--- src/taabb_pkg.sv ---
// shared types, constants and command codes for the transformed aabb distance query
// no dependencies
`timescale 1ns / 1ps

package taabb_pkg;

   localparam int COORD_W   = 16;
   localparam int CSR_W     = 64;
   localparam int CSR_IDX_W = 2;
   localparam int SQ_W      = 2 * COORD_W;
   localparam int DIST_W    = 34;
   localparam int ACC_W     = 34;
   localparam int FRAC_SHIFT = 12;
   localparam int TRANS_SHIFT = 8;
   localparam int Q_W       = ACC_W - FRAC_SHIFT;

   typedef enum logic [1:0] {
      CMD_CLEAR  = 2'd0,
      CMD_VERTEX = 2'd1,
      CMD_QUERY  = 2'd2
   } cmd_type;

   typedef enum logic [CSR_IDX_W-1:0] {
      CSR_ROW_X = 2'd0,
      CSR_ROW_Y = 2'd1,
      CSR_ROW_Z = 2'd2
   } csr_index_type;

   localparam logic [CSR_W-1:0] ROW_X_RESET = 64'h0000_0000_0000_1000;
   localparam logic [CSR_W-1:0] ROW_Y_RESET = 64'h0000_0000_1000_0000;
   localparam logic [CSR_W-1:0] ROW_Z_RESET = 64'h0000_1000_0000_0000;

   localparam logic signed [COORD_W-1:0] COORD_MAX = 16'sh7fff;
   localparam logic signed [COORD_W-1:0] COORD_MIN = 16'sh8000;

   localparam logic signed [ACC_W-1:0] ROUND_BIAS = 34'sd2048;

   typedef struct packed {
      logic signed [COORD_W-1:0] x;
      logic signed [COORD_W-1:0] y;
      logic signed [COORD_W-1:0] z;
   } vec_type;

   typedef struct packed {
      vec_type low;
      vec_type high;
      logic    empty;
   } box_type;

   localparam box_type BOX_CLEAR = '{
      low:   '{x: COORD_MAX, y: COORD_MAX, z: COORD_MAX},
      high:  '{x: COORD_MIN, y: COORD_MIN, z: COORD_MIN},
      empty: 1'b1
   };

endpackage

--- src/taabb_dist.sv ---
// squared distance from a coordinate to an interval on one axis
// depends on taabb_pkg
`timescale 1ns / 1ps

module taabb_dist
   import taabb_pkg::*;
(
   input  logic signed [COORD_W-1:0] point,
   input  logic signed [COORD_W-1:0] low,
   input  logic signed [COORD_W-1:0] high,
   output logic [SQ_W-1:0]           sq
);

   logic signed [COORD_W:0] below, above;
   logic [COORD_W-1:0]      gap;

   assign below = (COORD_W+1)'(low) - (COORD_W+1)'(point);
   assign above = (COORD_W+1)'(point) - (COORD_W+1)'(high);

   // gap never exceeds 65535, so the low bits hold it unsigned
   always_comb begin
      if (point < low) begin
         gap = below[COORD_W-1:0];
      end else if (point > high) begin
         gap = above[COORD_W-1:0];
      end else begin
         gap = '0;
      end
   end

   assign sq = SQ_W'(gap) * SQ_W'(gap);

endmodule

--- config.mk ---
export PLATFORM = sky130hd
export DESIGN_NAME = taabb_dist
export DESIGN_NICKNAME = d
export VERILOG_FILES = /design/src/taabb_pkg.sv /design/src/taabb_dist.sv
export SDC_FILE = /design/constraint.sdc
export NUM_CORES = 1
export LEC_CHECK = 0
export BUFFER_PORTS_ARGS = -buffer_cell sky130_fd_sc_hd__clkbuf_2
export CELL_PAD_IN_SITES_DETAIL_PLACEMENT = 1
export CELL_PAD_IN_SITES_GLOBAL_PLACEMENT = 1
export CORE_MARGIN = 1
export CORE_UTILIZATION = 48
export DETAILED_ROUTE_END_ITERATION = 8
export PLACE_DENSITY_LB_ADDON = 0.1
export SLEW_MARGIN = 20
export SYNTH_ARGS = -nofsm -noshare
export SYNTH_HDL_FRONTEND = slang
export SYNTH_SLANG_ARGS = --single-unit
--- constraint.sdc ---
create_clock -name vclk -period 12.6
set_input_delay 1.26 -clock vclk [all_inputs]
set_output_delay 1.26 -clock vclk [all_outputs]
set_load 0.1 [all_outputs]
==> flow_summary.ini <==
[placement]
port-buffer-count = 79
hpwlAfterDp_mm = 21.0
pre_cts_ws_ns = 0.765
place_congestion = 0.837

[floorplan]
die-area_um2 = 19300
io_pins = 80
core-area_um2 = 18100
die_w_um = 139
die_h_um = 139
rows = 49
initial_utilization = 0.496

[setup_path]
crit_required_ns = 11.34
endpoint_kind = output port
cp_max_fo = 12
cp.arrival_ns = 10.59
slowest_stage = a22oi_1
max_stage_delay_ns = 0.55
start_kind = input pin
critPathKind = in -> out

[final_layout]
fin_util = 0.531
nNetsFinal = 1495
drive_gt1_frac = 0.0981
nClkBuffers = 0
mostFrequentLayoutCells = inv_1, fa_1, ha_1
layout.area.seq_um2 = 0
areaGrowthSynthToFinish_pct = 7.01
final_common_cell = inv_1
n_fill_cell = 2269
antenna_cells = 0
seq_cell_count = 0

[synth]
syn_nets = 1430
yosysSeqAreaShare = 0
ys.warnings.count = 0
syn_area_um2 = 9000
synthCells = 1089
synth.distinct_cells = 65
avgSynthCellArea_um2 = 8.26

[route]
drtPass1Iterations = 6
ant_nets = 0
drc = 0
wl_per_cell_um = 17.0
dr.first_iter.drc_count = 237
viasPerCell = 5.37
route.vias.total = 7414
drt-total-wl_mm = 23.4

[global_route]
grt_pass1_vias = 8418
grt_max_degree = 20
grtUsageTotal = 0.260
grt_overflow = 0
antenna_found_initial = 0
grt_pass1_wl_mm = 40.8

[timing]
fmaxAchievable_ghz = 0.0844
slew_headroom = 0.437
tns_ns = 0
maxSlewViolCount = 0
fin_crit_sh = 0.940
rsz0062_at_grt = false
worstMarginPinSlew_ns = 0.841
fin_crit_ns = 11.85
fin_ws_ns = 0.755
final_hold_viol_count = 0
setup_violations = 0

[clocking]
postCtsSetupBuffers = 0
postCtsHoldBufs = 0
postCtsResizedCells = 0

[run]
drv_cap = 0

[worst_hold_path]
hold_path.class = in -> out

[status]
status = finished, final reports clean
Yosys cell counts (3+ instances only):
| library cell | count | area share |
|---|---|---|
| inv_1 | 272 | 0.11 |
| fa_1 | 166 | 0.37 |
| ha_1 | 127 | 0.18 |
| nand2_1 | 101 | 0.042 |
| nor2_1 | 65 | 0.027 |
| a21oi_1 | 48 | 0.027 |
| xnor2_1 | 38 | 0.037 |
| o21ai_0 | 30 | 0.017 |
| and2_1 | 21 | 0.015 |
| a21o_1 | 20 | 0.017 |
| xor2_1 | 18 | 0.018 |
| buf_2 | 14 | 0.0078 |
| nand3_1 | 13 | 0.0072 |
| nor3_1 | 11 | 0.0061 |
| a211oi_1 | 9 | 0.0075 |
| a22o_1 | 9 | 0.0088 |
| clkbuf_1 | 9 | 0.0038 |
| nand2b_1 | 9 | 0.0063 |
| o21a_1 | 9 | 0.0075 |
| and3_1 | 7 | 0.0049 |
| inv_2 | 6 | 0.0025 |
| a31oi_1 | 5 | 0.0035 |
| nand4_1 | 5 | 0.0035 |
| nor2b_1 | 5 | 0.0035 |
| a41oi_1 | 4 | 0.0039 |
| o21bai_1 | 4 | 0.0033 |
| buf_4 | 3 | 0.0025 |
| nand3b_1 | 3 | 0.0025 |
| o2111ai_1 | 3 | 0.0029 |
| o21ai_1 | 3 | 0.0017 |
| or2_2 | 3 | 0.0021 |
| or3_1 | 3 | 0.0021 |
metrics by stage:
stage | cells | instance area [um^2] | hold WS (ns)
detailed placement | 1381 | 9630 | 3.64
global route | 1381 | 9630 | 3.70
floorplan | 1089 | 9000 | 3.38
finish | 1381 | 9630 | 3.65
CTS | 1381 | 9630 | 3.65
global placement | 1381 | 9630 | 3.65
cells by family after synthesis:
group	synth area share
buf+inv	0.131
fa+ha+maj	0.546
simple gates	0.128
compound gates	0.136
xor+xnor	0.0545
mux	0.00389
other cells	0.000417
worst max-delay path: cells and delay by family:
kind | cells | cell delay, ns
simple gates | 3 | 0.56
buf+inv | 9 | 1.14
xor+xnor | 1 | 0.16
fa+ha+maj | 8 | 3.79
compound gates | 12 | 3.64
layout make-up:
cell class | count | area [um^2] | share of cell area
inverters | 280 | 1050 | 0.109
multi-input cells | 783 | 7820 | 0.812
repair buffers | 89 | 470 | 0.0489
well taps | 229 | 287 | 0.0298
metal layers:
metal,share of wire,track usage
met4,0.015,0.0421
met2,0.53,0.504
met5,0,0
met1,0.43,0.326
met3,0.020,0.00587
final timing paths:
check / start / endpoint / slack [ns] / cells past startpoint
setup / recovery: point[9] / sq[30] / 0.75 / 33
hold / removal: low[1] / sq[2] / 3.65 / 5
Power is not shown: default switching activity piles up to over one toggle a cycle in this logic, so the estimate is an artifact.
