## src/taabb_pkg.sv

```systemverilog
// shared types, constants and command codes for the transformed aabb distance query
// no dependencies
`timescale 1ns / 1ps

package taabb_pkg;

   localparam int COORD_W   = 16;
   localparam int CSR_W     = 64;
   localparam int CSR_IDX_W = 2;
   localparam int SQ_W      = 2 * COORD_W;
   localparam int DIST_W    = 34;
   localparam int ACC_W     = 34;
   localparam int FRAC_SHIFT = 12;
   localparam int TRANS_SHIFT = 8;
   localparam int Q_W       = ACC_W - FRAC_SHIFT;

   typedef enum logic [1:0] {
      CMD_CLEAR  = 2'd0,
      CMD_VERTEX = 2'd1,
      CMD_QUERY  = 2'd2
   } cmd_type;

   typedef enum logic [CSR_IDX_W-1:0] {
      CSR_ROW_X = 2'd0,
      CSR_ROW_Y = 2'd1,
      CSR_ROW_Z = 2'd2
   } csr_index_type;

   localparam logic [CSR_W-1:0] ROW_X_RESET = 64'h0000_0000_0000_1000;
   localparam logic [CSR_W-1:0] ROW_Y_RESET = 64'h0000_0000_1000_0000;
   localparam logic [CSR_W-1:0] ROW_Z_RESET = 64'h0000_1000_0000_0000;

   localparam logic signed [COORD_W-1:0] COORD_MAX = 16'sh7fff;
   localparam logic signed [COORD_W-1:0] COORD_MIN = 16'sh8000;

   localparam logic signed [ACC_W-1:0] ROUND_BIAS = 34'sd2048;

   typedef struct packed {
      logic signed [COORD_W-1:0] x;
      logic signed [COORD_W-1:0] y;
      logic signed [COORD_W-1:0] z;
   } vec_type;

   typedef struct packed {
      vec_type low;
      vec_type high;
      logic    empty;
   } box_type;

   localparam box_type BOX_CLEAR = '{
      low:   '{x: COORD_MAX, y: COORD_MAX, z: COORD_MAX},
      high:  '{x: COORD_MIN, y: COORD_MIN, z: COORD_MIN},
      empty: 1'b1
   };

endpackage

```

## src/taabb_xform.sv

```systemverilog
// one row of the affine transform: q4.12 row times q8.8 vertex, rounded and saturated
// depends on taabb_pkg
`timescale 1ns / 1ps

module taabb_xform
   import taabb_pkg::*;
(
   input  logic [CSR_W-1:0]          row,
   input  vec_type                   vertex,
   output logic signed [COORD_W-1:0] result
);

   logic signed [COORD_W-1:0]   coef_x, coef_y, coef_z, coef_t;
   logic signed [SQ_W-1:0]      prod_x, prod_y, prod_z;
   logic signed [ACC_W-1:0]     acc, biased;
   logic signed [Q_W-1:0]       quot;

   assign coef_x = $signed(row[15:0]);
   assign coef_y = $signed(row[31:16]);
   assign coef_z = $signed(row[47:32]);
   assign coef_t = $signed(row[63:48]);

   assign prod_x = coef_x * vertex.x;
   assign prod_y = coef_y * vertex.y;
   assign prod_z = coef_z * vertex.z;

   // translation multiplies w = 1.0, i.e. 256 in q8.8
   assign acc = ACC_W'(prod_x) + ACC_W'(prod_y) + ACC_W'(prod_z)
              + (ACC_W'(coef_t) <<< TRANS_SHIFT);
   assign biased = acc + ROUND_BIAS;
   // arithmetic shift floors, so with the bias this rounds half up
   assign quot = Q_W'(biased >>> FRAC_SHIFT);

   always_comb begin
      if (quot > Q_W'(COORD_MAX)) begin
         result = COORD_MAX;
      end else if (quot < Q_W'(COORD_MIN)) begin
         result = COORD_MIN;
      end else begin
         result = quot[COORD_W-1:0];
      end
   end

endmodule

```

## config.mk

```make
export PLATFORM = sky130hd
export DESIGN_NAME = taabb_xform
export DESIGN_NICKNAME = d
export VERILOG_FILES = /design/src/taabb_pkg.sv /design/src/taabb_xform.sv
export SDC_FILE = /design/constraint.sdc
export NUM_CORES = 2
export LEC_CHECK = 0
export ABC_AREA = 1
export CORE_MARGIN = 3
export CORE_UTILIZATION = 38
export DETAILED_ROUTE_END_ITERATION = 8
export DONT_BUFFER_PORTS = 1
export PLACE_DENSITY = 0.54
export SYNTH_ARGS = -nofsm -noshare
export SYNTH_HDL_FRONTEND = slang
export SYNTH_SLANG_ARGS = --single-unit
```

## constraint.sdc

```tcl
create_clock -name vclk -period 46.1
set_input_delay 13.83 -clock vclk [all_inputs]
set_output_delay 13.83 -clock vclk [all_outputs]
set_load 0.05 [all_outputs]
```

==> flow_metrics.tcl <==
set metrics [dict create \
    boundaryPins 128 \
    grt_pass1_vias 24400 \
    dpl.hpwl_um 77000 \
    wire_per_inst_um 17.0 \
    worst_setup_path_start_kind "input port" \
    portBuffers 0 \
    cts_hold_buf 0 \
    min_from "row[0]" \
    finalNonFillerCells 4847 \
    final-seq-area_um2 0 \
    drt-initial-drc-count 885 \
    critPathArrivalTime_ns 21.95 \
    die_y_um 297 \
    min_period_ns 35.78 \
    synth_top_family_by_area "adder cells" \
    viasPerCell 4.41 \
    ctsResizeCount 0 \
    hold_violations 0 \
    max_stage_delay_ns 0.60 \
    syn_avg_cell_area_um2 8.27 \
    nClkBuffers 0 \
    fin_setup_tns_ns 0 \
    place_inst 4844 \
    die_w_um 297 \
    grt_overflow 0 \
    postCtsSetupBuffers 0 \
    synth_fa_ha_area_frac 0.664 \
    synthToLayoutAreaGrowth_pct 2.29 \
    gp_routability_congestion 0.945 \
    fmaxAchievable_ghz 0.0279 \
    core_area_mm2 0.0837 \
    rsz0062_at_grt "false" \
    holdPathEnd "result[0]" \
    yosys_warnings 0 \
    first_pass_iters 5 \
    initial_core_util 0.384 \
    hp-class "input port to output pin" \
    layout.nets 4960 \
    grt_pass1_wl_um 137000 \
    end_kind "output pin" \
    rows 106 \
    synth_cell_type_count 33 \
    setup_viol 0 \
    antenna_found_initial 2 \
    syn_area_mm2 0.0321 \
    synthXorXnorAreaFrac 0.00845 \
    final-max-slew-violation-count 0 \
    cp_data_required_time_ns 32.27 \
    drt.antenna.violating_nets 0 \
    period_share 0.776 \
    nFlopsAndLatches 0 \
    wirelength_um 82500 \
    fp.dieArea_mm2 0.0881 \
    yosys.area_share.simple 0.122 \
    path_max_fanout 16 \
    max_slew_margin 0.534 \
    synth_nets 5134 \
    status "finished, final reports clean" \
    ys_seq_area_frac 0 \
    max_slew.worst_pin.slew_ns 0.698 \
    drc 0 \
    synth_top_area_cell "fa_1" \
    critPathMostFrequentCell "fa_1" \
    synth_compound_area_frac 0.0126 \
    netlist_top_cells_area "fa_1 59%, inv_1 17%, nand2_1 10%, ha_1 7.3%, clkbuf_1 2.0%" \
    synthCells 3886 \
    crit_type "input port to output pin" \
    max_cap_viol_count 0 \
    synthMuxAreaShare 0 \
    hold_path_depth 7 \
    track_usage 0.197 \
    vias 21400 \
    synth_top_area_frac 0.591 \
    grt_max_degree 18 \
    cp_slowest_cell "fa_1" \
    drive_gt1_frac 0.0127 \
]
[worst max-delay path by stage]
stage / startpoint / to / slack (ns)
6_report: row[47] / result[14] / 10.32
3_3_place_gp: row[47] / result[14] / 10.21
5_1_grt: row[47] / result[12] / 9.81
4_1_cts: row[47] / result[14] / 10.17
3_5_place_dp: row[47] / result[14] / 10.20
2_1_floorplan: vertex[17] / result[14] / 10.74
[metrics by stage]
stage          hold WS [ns]  worst slack, ns  cell area [um2]  utilization
2_1_floorplan         28.52            10.74            32100            -
3_3_place_gp          28.55            10.21            32900        0.393
6_report              28.53            10.32            32900        0.393
3_5_place_dp          28.55            10.20            32900        0.393
5_1_grt               28.62             9.81            32900        0.393
4_1_cts               28.55            10.17            32900        0.393
[cell usage after synthesis]
cell	instances
and3_1	1
nor4_1	2
nand2_1	856
or2_2	16
fa_1	948
xor2_1	15
nor3_1	4
nand2_2	15
a21boi_0	1
o21bai_1	2
inv_1	1468
a21o_2	1
buf_12	1
o21ai_1	4
nor2_1	72
nand4_1	2
nand3_1	14
nand2_4	2
nor2_4	1
buf_6	1
inv_2	3
clkbuf_1	172
buf_4	2
a31oi_1	6
a21oi_1	37
nand3_2	2
xnor2_1	16
nand3b_1	1
o21ai_0	26
nor3_2	2
ha_1	188
nor2_2	4
nor3b_2	1
[per-layer routing]
| metal | global-route usage | wire [um] |
|---|---|---|
| met5 | 0 | 0 |
| met2 | 0.313 | 37000 |
| met4 | 0.0248 | 1210 |
| met3 | 0.0355 | 4880 |
| met1 | 0.289 | 39400 |
[cell usage in the layout (no fill, tap or decap)]
cell | netlist | routed
a21boi_0 | 1 | 1
inv_2 | 3 | 3
nand4_1 | 2 | 2
a21oi_1 | 37 | 37
nor2_1 | 72 | 72
nand3_2 | 2 | 2
inv_1 | 1468 | 1468
nor2_4 | 1 | 1
nor4_1 | 2 | 2
nor3_2 | 2 | 2
o21ai_1 | 4 | 4
xor2_1 | 15 | 15
a21o_2 | 1 | 1
xnor2_1 | 16 | 16
nand2_1 | 856 | 856
o21bai_1 | 2 | 2
o21ai_0 | 26 | 26
fa_1 | 948 | 948
nor2_2 | 4 | 4
nand2_4 | 2 | 2
ha_1 | 188 | 188
nand3b_1 | 1 | 1
nand2_2 | 15 | 15
nand3_1 | 14 | 14
nor3_1 | 4 | 4
or2_2 | 16 | 16
diode_2 | 0 | 3
a31oi_1 | 6 | 6
and3_1 | 1 | 1
nor3b_2 | 1 | 1
[kinds of logic after synthesis]
| group | Yosys count |
|---|---|
| buffers and inverters | 1647 |
| xor gates and xnor gates | 31 |
| AOI/OAI and AO/OA | 77 |
| adders and majority gates | 1136 |
| and+or+nand+nor | 995 |
[layout make-up]
class | count | area, um2
multi-input cells | 2239 | 25900
diodes | 3 | 7.51
inverters | 1471 | 5520
fillers | 8683 | 50800
well taps | 1134 | 1420
[critical path: cells and delay by family]
family | cells | cell delay, ns
compound gates | 2 | 0.50
buf+inv | 9 | 0.90
simple gates | 10 | 1.70
fa+ha+maj | 10 | 4.97
Power is not shown: default switching activity piles up to over one toggle a cycle in this logic, so the estimate is an artifact.
